--- src/design/dbmv_pkg.sv ---
// ----------------------------------------------------------------------------
// dbmv_pkg: shared definitions for the down-bar mean volume per trade block
// Widths, default parameter values, the sequencer state type and the structs
// that pass between the sequencer, the divider and the output stage.
// ----------------------------------------------------------------------------
`default_nettype none

package dbmv_pkg;

  // Default values for the top-level parameters.
  localparam int MAX_SERIES_LEN_DEF = 4096;
  localparam int FRAC_BITS_DEF      = 16;

  // Fixed field and datapath widths.
  localparam int PRICE_W    = 32;
  localparam int VOLUME_W   = 32;
  localparam int TRADES_W   = 32;
  localparam int SUM_W      = 60;
  localparam int MEAN_W     = 48;
  localparam int CNT_W      = 13;
  localparam int CNT_LIMIT  = 8191;
  localparam int DIVIDEND_W = SUM_W;
  localparam int DIVISOR_W  = TRADES_W;

  // Sequencer states.
  typedef enum logic [2:0] {
    ST_IDLE,
    ST_RATIO,
    ST_FINISH,
    ST_MEAN,
    ST_OUT
  } state_t;

  // Request to the shared divider.
  typedef struct packed {
    logic                  go;
    logic [DIVIDEND_W-1:0] dividend;
    logic [DIVISOR_W-1:0]  divisor;
  } div_req_t;

  // Response from the shared divider.
  typedef struct packed {
    logic                  done;
    logic [DIVIDEND_W-1:0] quotient;
  } div_rsp_t;

  // Finished result handed to the output stage.
  typedef struct packed {
    logic              load;
    logic [MEAN_W-1:0] mean;
    logic              ok;
    logic [CNT_W-1:0]  bars;
  } result_t;

endpackage

`default_nettype wire

--- src/design/dbmv_div.sv ---
// ----------------------------------------------------------------------------
// dbmv_div: iterative unsigned divider
// Restoring division, one quotient bit per cycle over the full dividend width.
// A request is taken when idle; done pulses for one cycle with the quotient.
// ----------------------------------------------------------------------------
`default_nettype none

module dbmv_div (
  input  logic               clk,
  input  logic               rst,
  input  dbmv_pkg::div_req_t req,
  output dbmv_pkg::div_rsp_t rsp
);
  import dbmv_pkg::*;

  localparam int STEPS  = DIVIDEND_W;
  localparam int STEP_W = $clog2(STEPS);

  logic                  busy;
  logic                  done;
  logic [STEP_W-1:0]     step;
  logic [DIVISOR_W-1:0]  rem;
  logic [DIVISOR_W-1:0]  divisor;
  logic [DIVIDEND_W-1:0] quo;
  logic [DIVISOR_W:0]    partial;
  logic [DIVISOR_W:0]    diff;
  logic                  fits;

  // One restoring step: bring down the next dividend bit and try to subtract.
  always_comb begin
    partial = {rem, quo[DIVIDEND_W-1]};
    diff    = partial - {1'b0, divisor};
    fits    = partial >= {1'b0, divisor};
  end

  // Step counter and busy/done flags.
  always_ff @(posedge clk) begin
    if (rst) begin
      busy <= 1'b0;
      done <= 1'b0;
      step <= '0;
    end else begin
      done <= 1'b0;
      if (req.go && !busy) begin
        busy <= 1'b1;
        step <= '0;
      end else if (busy) begin
        if (step == STEP_W'(STEPS - 1)) begin
          busy <= 1'b0;
          done <= 1'b1;
        end else begin
          step <= step + 1'b1;
        end
      end
    end
  end

  // Remainder and shifting dividend/quotient register.
  always_ff @(posedge clk) begin
    if (req.go && !busy) begin
      rem     <= '0;
      quo     <= req.dividend;
      divisor <= req.divisor;
    end else if (busy) begin
      rem <= fits ? diff[DIVISOR_W-1:0] : partial[DIVISOR_W-1:0];
      quo <= {quo[DIVIDEND_W-2:0], fits};
    end
  end

  always_comb begin
    rsp.done     = done;
    rsp.quotient = quo;
  end

`ifndef NO_ASSERTIONS
  a_go_when_idle: assert property (@(posedge clk) disable iff (rst)
    req.go |-> !busy)
    else $error("divider started while busy");
  a_done_after_busy: assert property (@(posedge clk) disable iff (rst)
    done |-> $past(busy))
    else $error("divider done without a preceding busy cycle");
  a_done_not_busy: assert property (@(posedge clk) disable iff (rst)
    !(done && busy))
    else $error("divider done and busy together");
`endif

endmodule

`default_nettype wire

--- src/design/dbmv_seq.sv ---
// ----------------------------------------------------------------------------
// dbmv_seq: bar sequencer and series accumulator
// Qualifies each bar, drives the shared divider for the per-bar ratio and the
// final mean, keeps the saturating sum and the bar count.
// ----------------------------------------------------------------------------
`default_nettype none

module dbmv_seq #(
  parameter int MAX_SERIES_LEN = dbmv_pkg::MAX_SERIES_LEN_DEF,
  parameter int FRAC_BITS      = dbmv_pkg::FRAC_BITS_DEF
) (
  input  logic                          clk,
  input  logic                          rst,
  input  logic                          in_valid,
  output logic                          in_stall,
  input  logic                          series_start,
  input  logic                          series_end,
  input  logic [dbmv_pkg::PRICE_W-1:0]  bar_price,
  input  logic                          price_ok,
  input  logic [dbmv_pkg::VOLUME_W-1:0] bar_volume,
  input  logic                          volume_ok,
  input  logic [dbmv_pkg::TRADES_W-1:0] trade_count,
  input  logic                          count_ok,
  input  logic                          out_free,
  output dbmv_pkg::div_req_t            req,
  input  dbmv_pkg::div_rsp_t            rsp,
  output dbmv_pkg::result_t             res
);
  import dbmv_pkg::*;

  localparam int CAP_RAW = MAX_SERIES_LEN - 1;
  localparam logic [CNT_W-1:0] COUNT_CAP =
    CNT_W'((CAP_RAW < CNT_LIMIT) ? CAP_RAW : CNT_LIMIT);

  state_t              state;
  state_t              state_next;
  logic [PRICE_W-1:0]  prev_price;
  logic                prev_ok;
  logic [SUM_W-1:0]    sum;
  logic [CNT_W-1:0]    count;
  logic                end_r;
  logic [MEAN_W-1:0]   res_mean;
  logic                res_ok;
  logic                qualify;
  logic [SUM_W:0]      sum_ext;

  // A bar qualifies if valid, not a series start, with trades, under the count cap and below a valid previous price.
  always_comb begin
    qualify = !series_start && prev_ok && price_ok && volume_ok && count_ok &&
              (trade_count != '0) && (bar_price < prev_price) &&
              (count < COUNT_CAP);
    sum_ext = {1'b0, sum} + {1'b0, rsp.quotient};
  end

  // State register.
  always_ff @(posedge clk) begin
    if (rst) begin
      state <= ST_IDLE;
    end else begin
      state <= state_next;
    end
  end

  // Next state, divider requests, handshake and the finished result.
  always_comb begin
    state_next   = state;
    in_stall     = 1'b1;
    req.go       = 1'b0;
    req.dividend = sum;
    req.divisor  = DIVISOR_W'(count);
    res.load     = 1'b0;
    res.mean     = res_mean;
    res.ok       = res_ok;
    res.bars     = count;
    case (state)
      ST_IDLE: begin
        in_stall     = 1'b0;
        req.dividend = DIVIDEND_W'(bar_volume) << FRAC_BITS;
        req.divisor  = trade_count;
        if (in_valid) begin
          if (qualify) begin
            req.go     = 1'b1;
            state_next = ST_RATIO;
          end else if (series_end) begin
            state_next = ST_FINISH;
          end
        end
      end
      ST_RATIO: begin
        if (rsp.done) begin
          state_next = end_r ? ST_FINISH : ST_IDLE;
        end
      end
      ST_FINISH: begin
        if (count == '0) begin
          state_next = ST_OUT;
        end else begin
          req.go     = 1'b1;
          state_next = ST_MEAN;
        end
      end
      ST_MEAN: begin
        if (rsp.done) begin
          state_next = ST_OUT;
        end
      end
      ST_OUT: begin
        res.load = out_free;
        if (out_free) begin
          state_next = ST_IDLE;
        end
      end
      default: begin
        state_next = ST_IDLE;
      end
    endcase
  end

  // Series state: previous price, saturating ratio sum and bar count.
  always_ff @(posedge clk) begin
    if (rst) begin
      prev_price <= '0;
      prev_ok    <= 1'b0;
      sum        <= '0;
      count      <= '0;
    end else begin
      if (state == ST_IDLE && in_valid) begin
        if (series_start) begin
          sum   <= '0;
          count <= '0;
        end
        prev_price <= bar_price;
        prev_ok    <= price_ok;
      end
      if (state == ST_RATIO && rsp.done) begin
        sum   <= sum_ext[SUM_W] ? '1 : sum_ext[SUM_W-1:0];
        count <= count + 1'b1;
      end
      if (state == ST_OUT && out_free) begin
        sum     <= '0;
        count   <= '0;
        prev_ok <= 1'b0;
      end
    end
  end

  // End flag of the bar in flight and the finished mean.
  always_ff @(posedge clk) begin
    if (state == ST_IDLE && in_valid) begin
      end_r <= series_end;
    end
    if (state == ST_FINISH && count == '0) begin
      res_mean <= '0;
      res_ok   <= 1'b0;
    end
    if (state == ST_MEAN && rsp.done) begin
      res_mean <= (|rsp.quotient[DIVIDEND_W-1:MEAN_W]) ? '1 : rsp.quotient[MEAN_W-1:0];
      res_ok   <= 1'b1;
    end
  end

`ifndef NO_ASSERTIONS
  a_count_capped: assert property (@(posedge clk) disable iff (rst)
    count <= COUNT_CAP)
    else $error("bar count beyond its cap");
  a_go_states: assert property (@(posedge clk) disable iff (rst)
    req.go |-> (state == ST_IDLE || state == ST_FINISH))
    else $error("divider started from a wrong state");
  a_done_states: assert property (@(posedge clk) disable iff (rst)
    rsp.done |-> (state == ST_RATIO || state == ST_MEAN))
    else $error("divider result arrived in a wrong state");
`endif

endmodule

`default_nettype wire

--- src/design/down_bar_mean_volume_per_trade.sv ---
// ----------------------------------------------------------------------------
// down_bar_mean_volume_per_trade: mean volume per trade over falling bars
// Top level: bar sequencer, shared iterative divider and the result register.
// ----------------------------------------------------------------------------
// A bar that does not qualify as a down bar is taken as soon as the sequencer
// is idle. A down bar runs a 60-step restoring division (volume scaled by the
// fraction bits over the trade count) on the single shared divider, and the
// next beat is not taken until that ratio is added to the sum. On the last
// bar of a series the same divider forms the mean before the result beat
// appears; the result waits in its own register, so input beats keep flowing
// while it is stalled, unless the next series ends before it is taken.
`default_nettype none

module down_bar_mean_volume_per_trade #(
  parameter int MAX_SERIES_LEN = dbmv_pkg::MAX_SERIES_LEN_DEF,
  parameter int FRAC_BITS      = dbmv_pkg::FRAC_BITS_DEF
) (
  input  logic                          clk,
  input  logic                          rst,
  input  logic                          in_valid,
  output logic                          in_stall,
  input  logic                          series_start,
  input  logic                          series_end,
  input  logic [dbmv_pkg::PRICE_W-1:0]  bar_price,
  input  logic                          price_ok,
  input  logic [dbmv_pkg::VOLUME_W-1:0] bar_volume,
  input  logic                          volume_ok,
  input  logic [dbmv_pkg::TRADES_W-1:0] trade_count,
  input  logic                          count_ok,
  output logic                          out_valid,
  input  logic                          out_stall,
  output logic [dbmv_pkg::MEAN_W-1:0]   mean_per_trade,
  output logic                          mean_valid,
  output logic [dbmv_pkg::CNT_W-1:0]    down_bars
);
  import dbmv_pkg::*;

  div_req_t req;
  div_rsp_t rsp;
  result_t  res;
  logic     out_free;

  dbmv_seq #(
    .MAX_SERIES_LEN(MAX_SERIES_LEN),
    .FRAC_BITS     (FRAC_BITS)
  ) u_seq (
    .clk         (clk),
    .rst         (rst),
    .in_valid    (in_valid),
    .in_stall    (in_stall),
    .series_start(series_start),
    .series_end  (series_end),
    .bar_price   (bar_price),
    .price_ok    (price_ok),
    .bar_volume  (bar_volume),
    .volume_ok   (volume_ok),
    .trade_count (trade_count),
    .count_ok    (count_ok),
    .out_free    (out_free),
    .req         (req),
    .rsp         (rsp),
    .res         (res)
  );

  dbmv_div u_div (
    .clk(clk),
    .rst(rst),
    .req(req),
    .rsp(rsp)
  );

  // The result register is free when empty or when its beat leaves this cycle.
  assign out_free = !out_valid || !out_stall;

  // Result beat valid flag.
  always_ff @(posedge clk) begin
    if (rst) begin
      out_valid <= 1'b0;
    end else if (res.load) begin
      out_valid <= 1'b1;
    end else if (!out_stall) begin
      out_valid <= 1'b0;
    end
  end

  // Result beat payload.
  always_ff @(posedge clk) begin
    if (res.load) begin
      mean_per_trade <= res.mean;
      mean_valid     <= res.ok;
      down_bars      <= res.bars;
    end
  end

`ifndef NO_ASSERTIONS
  a_load_when_free: assert property (@(posedge clk) disable iff (rst)
    res.load |-> out_free)
    else $error("result loaded over a stalled beat");
  a_stall_while_loading: assert property (@(posedge clk) disable iff (rst)
    res.load |-> in_stall)
    else $error("input taken while a result is being loaded");
  a_invalid_means_empty: assert property (@(posedge clk) disable iff (rst)
    (res.load && !res.ok) |-> (res.bars == '0))
    else $error("empty result reports down bars");
`endif

endmodule

`default_nettype wire
--- config.mk ---
export PLATFORM = sky130hd
export DESIGN_NAME = down_bar_mean_volume_per_trade
export DESIGN_NICKNAME = d
export VERILOG_FILES = /design/src/design/dbmv_pkg.sv /design/src/design/dbmv_div.sv /design/src/design/dbmv_seq.sv /design/src/design/down_bar_mean_volume_per_trade.sv
export SDC_FILE = /design/constraint.sdc
export NUM_CORES = 1
export LEC_CHECK = 0
export BUFFER_PORTS_ARGS = -buffer_cell sky130_fd_sc_hd__buf_4
export CAP_MARGIN = 20
export CELL_PAD_IN_SITES_DETAIL_PLACEMENT = 1
export CELL_PAD_IN_SITES_GLOBAL_PLACEMENT = 1
export CORE_MARGIN = 2
export CORE_UTILIZATION = 42
export DETAILED_ROUTE_END_ITERATION = 10
export HOLD_SLACK_MARGIN = 0.05
export PLACE_DENSITY = 0.82
export SETUP_SLACK_MARGIN = 0.3
export SLEW_MARGIN = 20
export SYNTH_ARGS = -nofsm -noshare
export SYNTH_HDL_FRONTEND = slang
export SYNTH_SLANG_ARGS = --single-unit
--- constraint.sdc ---
create_clock -name clk -period 6.6 [get_ports clk]
set_input_delay 1.98 -clock clk [delete_from_list [all_inputs] [get_ports clk]]
set_output_delay 1.98 -clock clk [all_outputs]
set_load 0.02 [all_outputs]
==> out/qor.yml, run 1 <==
detailed_routing:
  wirelength_um: 59800
  first_iter_violations: 1160
  detail_route.wl_per_cell_um: 20.7
  drcViolationCount: 0
  vias_per_cell: 5.86
  ant_nets: 0
  vias: 16951
  firstDrtPassIters: 5
cells_and_area:
  final_nets: 2485
  final_common_cell: "nand2_1"
  final_cell_mix: "nand2_1, a21oi_1, edfxtp_1"
  finalInstanceArea_um2: 22800
  n_antenna_cell: 0
  drive_above_1_share: 0.123
  areaGrowthSynthToFinish_pct: 15.8
sta:
  finalHoldViolCount: 0
  worst_pin_slew_ns: 1.08
  tns_ns: 0
  rsz0062_at_grt: "false"
  min_period_over_period: 0.740
  finalSetupViolCount: 0
  fin_crit_ns: 4.88
  clock_skew_ns: 0.0216
  finalMaxSlewViolations: 0
  slew_headroom: 0.279
  timing.fmax_mhz: 205
global_route:
  grt_pass1_vias: 17549
  grt_start_max_net_pins: 128
  grt_pass1_wl_um: 95500
  grt-ovfl-total: 0
  grt_usage: 0.246
  antenna_found_initial: 0
run:
  cap_violations: 0
synthesis:
  ys_seq_area_frac: 0.464
  syn_inst: 2138
  synth-seq-cells: 354
  syn_avg_cell_area_um2: 9.20
  synth_cell_type_count: 75
  ys.warnings.count: 0
  synth_flop_cell: "edfxtp_1"
  syn_area_um2: 19700
  syn-num-nets: 2371
  synth-edff-count: 203
  postSynth.asyncResetShare: 0
setup_path:
  cp_data_arrival_time_ns: 5.14
  max_stage_delay_ns: 0.65
  crit_path_start_kind: "primary input"
  critical_path_class: "in2reg"
  cp_top_family: "buffers and inverters"
  crit_path_cell_trace: "buf_4 -> ha_1 -> a21o_1 -> a21o_1 -> a21oi_1 -> o31a_1 -> o21ai_0 -> a211oi_1 -> o211ai_1 -> and3_1 -> buf_4 -> inv_2 -> buf_12"
  cp_num_buf_inv: 4
  crit_fanout: 33
  critPathCaptureType: "flip-flop"
  critPathSlowestCell: "inv_2"
  required_ns: 6.86
clock_tree:
  clk_pin_slew_worst_paths_ns: 0.06
  clock_latency_ns: 0.57
  cts.path.max_buffers: 3
  cts_num_sinks: 354
  cts.hold.buffers_added: 0
  postCtsSetupBuffers: 0
  cts_made_buffers: 41
  htree_levels: 2
  cts_tree: "built"
  cts_root_buffer: "clkbuf_16"
  cts_resized: 0
die:
  die_w_um: 220
  rows: 79
  die_height_um: 220
  io-pin-count: 169
  core_um2: 46400
  floorplan.initialDensity: 0.424
  die_area_um2: 48600
power:
  power_density_nw_per_um2: 233
  p_leak_uw: 0.00907
  ir_worst_vdd_mv: 0.185
min_path:
  hold_path_class: "reg2reg"
placed_design:
  post-dp-hpwl_um: 42100
  globalplace.congestion: 0.908
  post_dp_cell_area_um2: 21400
  io_buffer_count: 168
run_status:
  status: "complete, no violations"
synthesized netlist by cell type, types with 6 or more instances:
cell / number / area share
nor3_1: 17 / 0.0043
o21bai_1: 16 / 0.0061
nor4_1: 18 / 0.0057
xor2_1: 38 / 0.017
nor2_1: 117 / 0.022
o211ai_1: 12 / 0.0046
and2_1: 23 / 0.0073
inv_1: 103 / 0.020
or2_2: 8 / 0.0025
nand4_1: 30 / 0.0095
nand3_1: 66 / 0.017
o31ai_1: 7 / 0.0027
nor2b_1: 8 / 0.0025
a22oi_1: 8 / 0.0031
buf_1: 10 / 0.0019
a21o_1: 57 / 0.022
edfxtp_1: 203 / 0.31
dfxtp_1: 151 / 0.15
xnor2_1: 53 / 0.024
and3_1: 11 / 0.0035
a22o_1: 21 / 0.0094
o21ai_0: 124 / 0.032
o21a_1: 56 / 0.021
a21oi_1: 218 / 0.055
clkbuf_1: 95 / 0.018
nand2b_1: 10 / 0.0032
a211oi_1: 58 / 0.022
a31oi_1: 40 / 0.013
nand2_1: 334 / 0.064
nand3b_1: 6 / 0.0023
o21ai_1: 8 / 0.0020
ha_1: 126 / 0.080
or3_1: 6 / 0.0019
report_power, final:
| group | internal [uW] | switching [uW] |
|---|---|---|
| combinational | 246 | 358 |
| sequential | 2390 | 43.0 |
| clock | 1340 | 936 |
| total | 3970 | 1340 |
metal layers:
| layer | wire length, um | global-route usage |
|---|---|---|
| met2 | 29900 | 0.431 |
| met5 | 0 | 0 |
| met4 | 1770 | 0.0812 |
| met3 | 2810 | 0.0388 |
| met1 | 25300 | 0.308 |
layout make-up:
cell class	count	area, um^2
clock buffers	54	1110
clock inverters	21	216
fillers	5291	23600
inverters	105	394
multi-input cells	1563	9730
flip-flops and latches	354	9120
well taps	607	759
repair buffers	187	1450
path summary, 6_finish.rpt:
path | endpoint | slack (ns) | depth (start not counted) | start
worst max register to register | u_seq.sum[33] | 2.44 | 11 | u_div.quo[31]
worst min register to register | mean_per_trade[26] | 0.42 | 0 | u_seq.res_mean[26]
worst max-delay path | u_div.quo[34] | 1.72 | 13 | bar_price[17]
worst min-delay path | mean_per_trade[26] | 0.42 | 0 | u_seq.res_mean[26]
worst register-to-register path, stage by stage (launching register included):
cell	delay, ns
edfxtp_1	0.47
ha_1	0.46
a21oi_1	0.24
o21ai_0	0.24
a21oi_1	0.24
o21ai_0	0.13
a211o_1	0.31
a31oi_1	0.52
o21ai_2	0.20
nor2_4	0.60
buf_4	0.44
a211oi_1	0.16
sequential cells by signal (all words and copies together) (netlist names), 3 cells and up:
| register | count |
|---|---|
| down_bars | 13 |
| u_div.rem | 32 |
| u_div.quo | 60 |
| u_seq.sum | 60 |
| u_div.step | 6 |
| u_seq.res_mean | 48 |
| u_div.divisor | 32 |
| mean_per_trade | 48 |
| u_seq.prev_price | 32 |
| u_seq.count | 13 |
| u_seq.state | 3 |
kinds of logic after synthesis:
family          synth area share
xor+xnor                  0.0405
buf+inv                   0.0439
compound gates             0.215
simple gates               0.152
fa+ha+maj                 0.0822
flops                      0.464
mux                      0.00255
stage by stage:
stage	hold slack, ns	instances	setup slack (ns)	power, uW	utilization
finish	0.420	2891	1.72	5310	0.491
floorplan	0.400	2138	1.20	2880	-
detailed placement	0.406	2816	1.13	3070	0.463
global route	0.424	2891	1.48	5500	0.491
global placement	0.402	2815	1.17	3030	0.462
CTS	0.417	2891	1.72	5350	0.491
No activity file was read; power rests on OpenSTA's default activity.
==> run 2, diff against run 1 <==
Settings changed: CORE_UTILIZATION 42 to 47, PLACE_DENSITY 0.82 to 0.86.
Clock period 6.6 ns to 5.1 ns, I/O delays scaled along.
==> run 2 against run 1 <==
  * Total power is 31% higher
  * Hold slack worse by 0.0033 ns
  * Combinational power grew 31%
  * Cell count is 2.4% lower
  * First-iteration DRC count is 1.3% higher
  * Die area decreased by 10%
  * Sequential share of layout area shrank 0.055 points
  * Utilization grew 6.5 points
  * Cell area up 0.14%
  * Highest routed layer unchanged
  * Largest power group unchanged
  * Clock power grew 32%
  * Critical path type unchanged
  * Count of clock-buffer cells in the layout rose by 2
==> out/qor.yml, run 2 (same netlist as run 1, synthesis figures left out) <==
run_status:
  status: "complete, no violations"
detailed_routing:
  ant_nets: 0
  drcViolationCount: 0
  detail_route.wl_per_cell_um: 22.4
  wirelength_um: 63100
  vias_per_cell: 6.12
  vias: 17282
  firstDrtPassIters: 5
  first_iter_violations: 1175
clock_tree:
  cts_root_buffer: "clkbuf_16"
  postCtsSetupBuffers: 0
  cts_made_buffers: 40
  htree_levels: 2
  cts_num_sinks: 354
  cts.hold.buffers_added: 0
  cts_tree: "built"
  clock_latency_ns: 0.57
  clk_pin_slew_worst_paths_ns: 0.06
  cts.path.max_buffers: 3
  cts_resized: 0
min_path:
  min_delay_path_depth: 0
  hold-path-endpoint: "mean_per_trade[14]"
  hold_path_class: "reg2reg"
  worstHoldStart: "u_seq.res_mean[14]"
sta:
  finalMaxSlewViolations: 0
  setup_slack_ns: 0.938
  clock_skew_ns: 0.0192
  slew_headroom: 0.339
  min_period_over_period: 0.816
  fin_crit_ns: 4.16
  finalHoldViolCount: 0
  worst_pin_slew_ns: 0.991
  finalSetupViolCount: 0
  tns_ns: 0
  timing.fmax_mhz: 240
  rsz0062_at_grt: "false"
die:
  die_w_um: 209
  die_area_um2: 43500
  rows: 74
  io-pin-count: 169
  floorplan.initialDensity: 0.479
  die_height_um: 209
  core_um2: 41000
setup_path:
  critical_path_class: "in2reg"
  r2r_slack_ns: 1.01
  crit_path_start_kind: "primary input"
  reg2reg_to: "u_seq.sum[1]"
  required_ns: 5.50
  cp_data_arrival_time_ns: 4.56
  crit_fanout: 45
  critPathCaptureType: "flip-flop"
  r2r_start: "u_div.quo[0]"
  reg2reg_depth: 16
global_route:
  grt-ovfl-total: 0
  grt_usage: 0.287
  grt_pass1_vias: 18511
  grt_start_max_net_pins: 70
  antenna_found_initial: 0
  grt_pass1_wl_um: 99900
cells_and_area:
  final_util: 0.556
  areaGrowthSynthToFinish_pct: 16.0
  n_antenna_cell: 0
  n_fill_cell: 4660
  top_regs: "u_div.quo (60), u_seq.sum (60)"
  finalInstanceArea_um2: 22800
  ff_latch_area_um2: 9120
  final_nets: 2492
  final_cell_mix: "nand2_1, a21oi_1, edfxtp_1"
  layoutNonFillerInstCount: 2823
  final_common_cell: "nand2_1"
  drive_above_1_share: 0.127
  multi_input_area_um2: 9720
power:
  power_density_nw_per_um2: 304
  ir_worst_vdd_mv: 0.219
  p_leak_uw: 0.00913
placed_design:
  post-dp-hpwl_um: 43600
  io_buffer_count: 168
  post-place-ws_ns: 0.446
  globalplace.congestion: 0.899
  post_dp_cell_area_um2: 21500
  dp_cells: 2749
run:
  cap_violations: 0
run 2: cell type report:
type / instances / share of cell area
Tap cell: 532 / 0.0292
Clock inverter: 18 / 0.00763
Clock buffer: 56 / 0.0515
Timing Repair Buffer: 195 / 0.0678
Sequential cell: 354 / 0.400
Inverter: 105 / 0.0174
Multi-Input combinational cell: 1563 / 0.426
run 2: critical path: stages:
cell and delay, ns:
buf_4 0.11, ha_1 0.30, a21oi_1 0.14, nor2b_1 0.05, o21ai_0 0.33, o21ai_0 0.25
nor3_1 0.34, o211ai_1 0.32, a21oi_4 0.58, buf_12 0.29, nor2_1 0.08, a31oi_1 0.20
run 2: worst max-delay path by stage:
stage                             start             to  cells after the start  slack [ns]
final                     bar_price[29]  u_div.quo[45]                     12        0.94
after detailed placement  bar_price[29]  u_div.quo[48]                     11        0.45
after floorplan           bar_price[17]   u_div.quo[0]                     12        0.37
after global routing      bar_price[17]  u_div.quo[48]                     12        0.81
after CTS                 bar_price[29]  u_div.quo[37]                     12        0.98
after global placement    bar_price[29]  u_div.quo[37]                     11        0.58
run 2: where the power goes:
part	switching [uW]	internal (uW)	leakage (uW)
logic	470	320	0.00542
clock network	1240	1760	0.000666
registers	57.0	3090	0.00304
run 2: per-layer routing:
layer | vias to the layer above | global-route usage | share of wire
li1 | 7971 | - | -
met1 | 8607 | 0.349 | 0.41
met2 | 563 | 0.505 | 0.50
met3 | 141 | 0.0491 | 0.055
met4 | 0 | 0.117 | 0.036
met5 | - | 0 | 0
run 2: metrics by stage:
stage | hold slack (ns) | power [uW]
finish | 0.416 | 6940
global route | 0.424 | 7170
CTS | 0.419 | 6970
detailed placement | 0.406 | 3970
global placement | 0.400 | 3920
floorplan | 0.400 | 3720
==> run 3, diff against run 2 <==
Settings changed: CORE_UTILIZATION 47 to 42, PLACE_DENSITY 0.86 to 0.82.
Clock period 5.1 ns to 3.4 ns, I/O delays scaled along.
==> run 3 against run 2 <==
  * Cell count is 6.6% higher
  * Global-route usage fell by 3.1 points
  * Combinational power increased by 100%
  * Utilization fell by 1.4 points
  * First-iteration DRC count grew 28%
  * Cell area increased by 10%
  * Via count rose by 6.3%
  * Critical path type unchanged
  * Largest power group is now the clock network
==> out/qor.yml, run 3 (same netlist as run 1, synthesis figures left out) <==
global_route:
  grt_pass1_vias: 18541
  grt_pass1_wl_um: 99400
  grt-ovfl-total: 0
  grt_start_max_net_pins: 70
  grt_usage: 0.256
  grt.met2_usage: 0.451
  grt_util_met3: 0.0334
  met1_usage: 0.319
  antenna_found_initial: 0
  busiest_layer: "met2"
setup_path:
  required_ns: 3.78
  crit_fanout: 5
  critPathMostFrequentCell: "o21ai_1"
  reg2reg_to: "u_div.rem[31]"
  r2r_slack_ns: 0.09
  max_stage_delay_ns: 0.39
  critPathSlowestCell: "a21oi_4"
  cp_data_arrival_time_ns: 3.71
  critPathCaptureType: "flip-flop"
  r2r_start: "u_div.divisor[4]"
  reg2reg_depth: 13
  crit_path_start_kind: "primary input"
  critical_path_class: "in2reg"
  crit_path_cell_trace: "buf_4 -> ha_1 -> a21oi_1 -> nor2b_1 -> o21ai_1 -> o21ai_1 -> nor3_2 -> o211ai_1 -> a21oi_4 -> buf_6 -> clkbuf_16 -> nor2_4 -> a31oi_1"
die:
  die_height_um: 220
  floorplan.initialDensity: 0.424
  rows: 79
  die_area_um2: 48600
  io-pin-count: 169
  core_um2: 46400
  die_w_um: 220
clock_tree:
  cts_tree: "built"
  cts.path.max_buffers: 3
  clock_latency_ns: 0.58
  cts_made_buffers: 41
  cts_root_buffer: "clkbuf_16"
  clk_pin_slew_worst_paths_ns: 0.06
  htree_levels: 2
  cts_num_sinks: 354
  cts.hold.buffers_added: 0
sta:
  rsz0062_at_grt: "true"
  min_period_over_period: 0.979
  tns_ns: 0
  finalSetupViolCount: 0
  whs_ns: 0.417
  finalHoldViolCount: 0
  fin_crit_ns: 3.33
  clock_skew_ns: 0.0241
  slew_headroom: 0.371
  finalMaxSlewViolations: 0
  worst_pin_slew_ns: 0.944
  timing.fmax_mhz: 300
detailed_routing:
  first_iter_violations: 1505
  wirelength_um: 71700
  firstDrtPassIters: 5
  ant_nets: 0
  detail_route.wl_per_cell_um: 23.8
  vias: 18367
  drcViolationCount: 0
  vias_per_cell: 6.11
placed_design:
  io_buffer_count: 168
  post-dp-hpwl_um: 43000
  post_dp_cell_area_um2: 22000
  dp_cells: 2867
  globalplace.congestion: 0.903
cells_and_area:
  top_regs: "u_div.quo (60), u_seq.sum (60)"
  multi_input_area_um2: 10600
  final_common_cell: "nand2_1"
  final_util: 0.542
  layoutNonFillerInstCount: 3008
  finalInstanceArea_um2: 25100
  areaGrowthSynthToFinish_pct: 27.8
  n_antenna_cell: 0
  final_cell_mix: "nand2_1, buf_4, edfxtp_1"
  n_fill_cell: 5076
  final_nets: 2601
  ff_latch_area_um2: 9120
  drive_above_1_share: 0.232
run:
  cap_violations: 0
power:
  p_leak_uw: 0.00995
  ir_worst_vdd_mv: 0.470
  power_density_nw_per_um2: 446
min_path:
  min_delay_path_depth: 0
  hold-path-endpoint: "mean_per_trade[41]"
  hold_path_class: "reg2reg"
  worstHoldStart: "u_seq.res_mean[41]"
run_status:
  status: "complete, no violations"
run 3: cell count changes in the layout (fill, tap and decap cells not counted), sizes merged:
cell and change:
clkinv -1, bufinv +5, clkbuf +8, clkinvlp +2, buf +96
run 3: per-stage QoR:
stage	power (uW)	setup slack [ns]
detailed placement	6000	-0.548
global placement	5930	-0.545
finish	11200	0.0716
CTS	10900	0.278
floorplan	5590	-0.430
global route	11500	0.0116
run 3: how the worst max path moves through the flow:
stage	from	to	slack, ns	depth (start not counted)
after floorplan	bar_price[17]	u_div.quo[0]	-0.43	12
after global placement	bar_price[29]	u_div.quo[39]	-0.55	11
after detailed placement	bar_price[29]	u_div.quo[36]	-0.55	11
after CTS	bar_price[29]	u_div.rem[28]	0.28	12
after global routing	bar_price[29]	u_div.quo[44]	0.01	13
final	bar_price[29]	u_div.quo[44]	0.07	13
run 3: repair_timing:
item,CTS,global route
pin swaps,17,68
cloned,2,17
setup buffers,23,23
setup endpoints to repair,250,218
gates resized for setup,54,194
run 3: layout make-up:
type / count / share of cell area
Tap cell: 607 / 0.0302
Inverter: 105 / 0.0158
Sequential cell: 354 / 0.363
Multi-Input combinational cell: 1563 / 0.422
Timing Repair Buffer: 303 / 0.111
Clock buffer: 52 / 0.0454
Clock inverter: 24 / 0.0131
run 3: metal layers:
metal  vias up  routed length [um]
met5         -                   0
met4         0                3360
met3       215                3730
met2       683               35700
met1      9265               29000
li1       8204                   -
run 3: power by group:
group	switching [uW]	internal, uW	total [uW]	leakage [uW]
combinational	895	691	1590	0.00619
sequential	99.1	4630	4730	0.00304
clock	1910	2990	4890	0.000715
total	2900	8310	11200	0.00995
run 3: worst max-delay path: cells and delay by family:
| family | cells | cell delay, ns |
|---|---|---|
| compound gates | 6 | 1.56 |
| fa+ha+maj | 1 | 0.29 |
| simple gates | 3 | 0.32 |
| buf+inv | 3 | 0.51 |
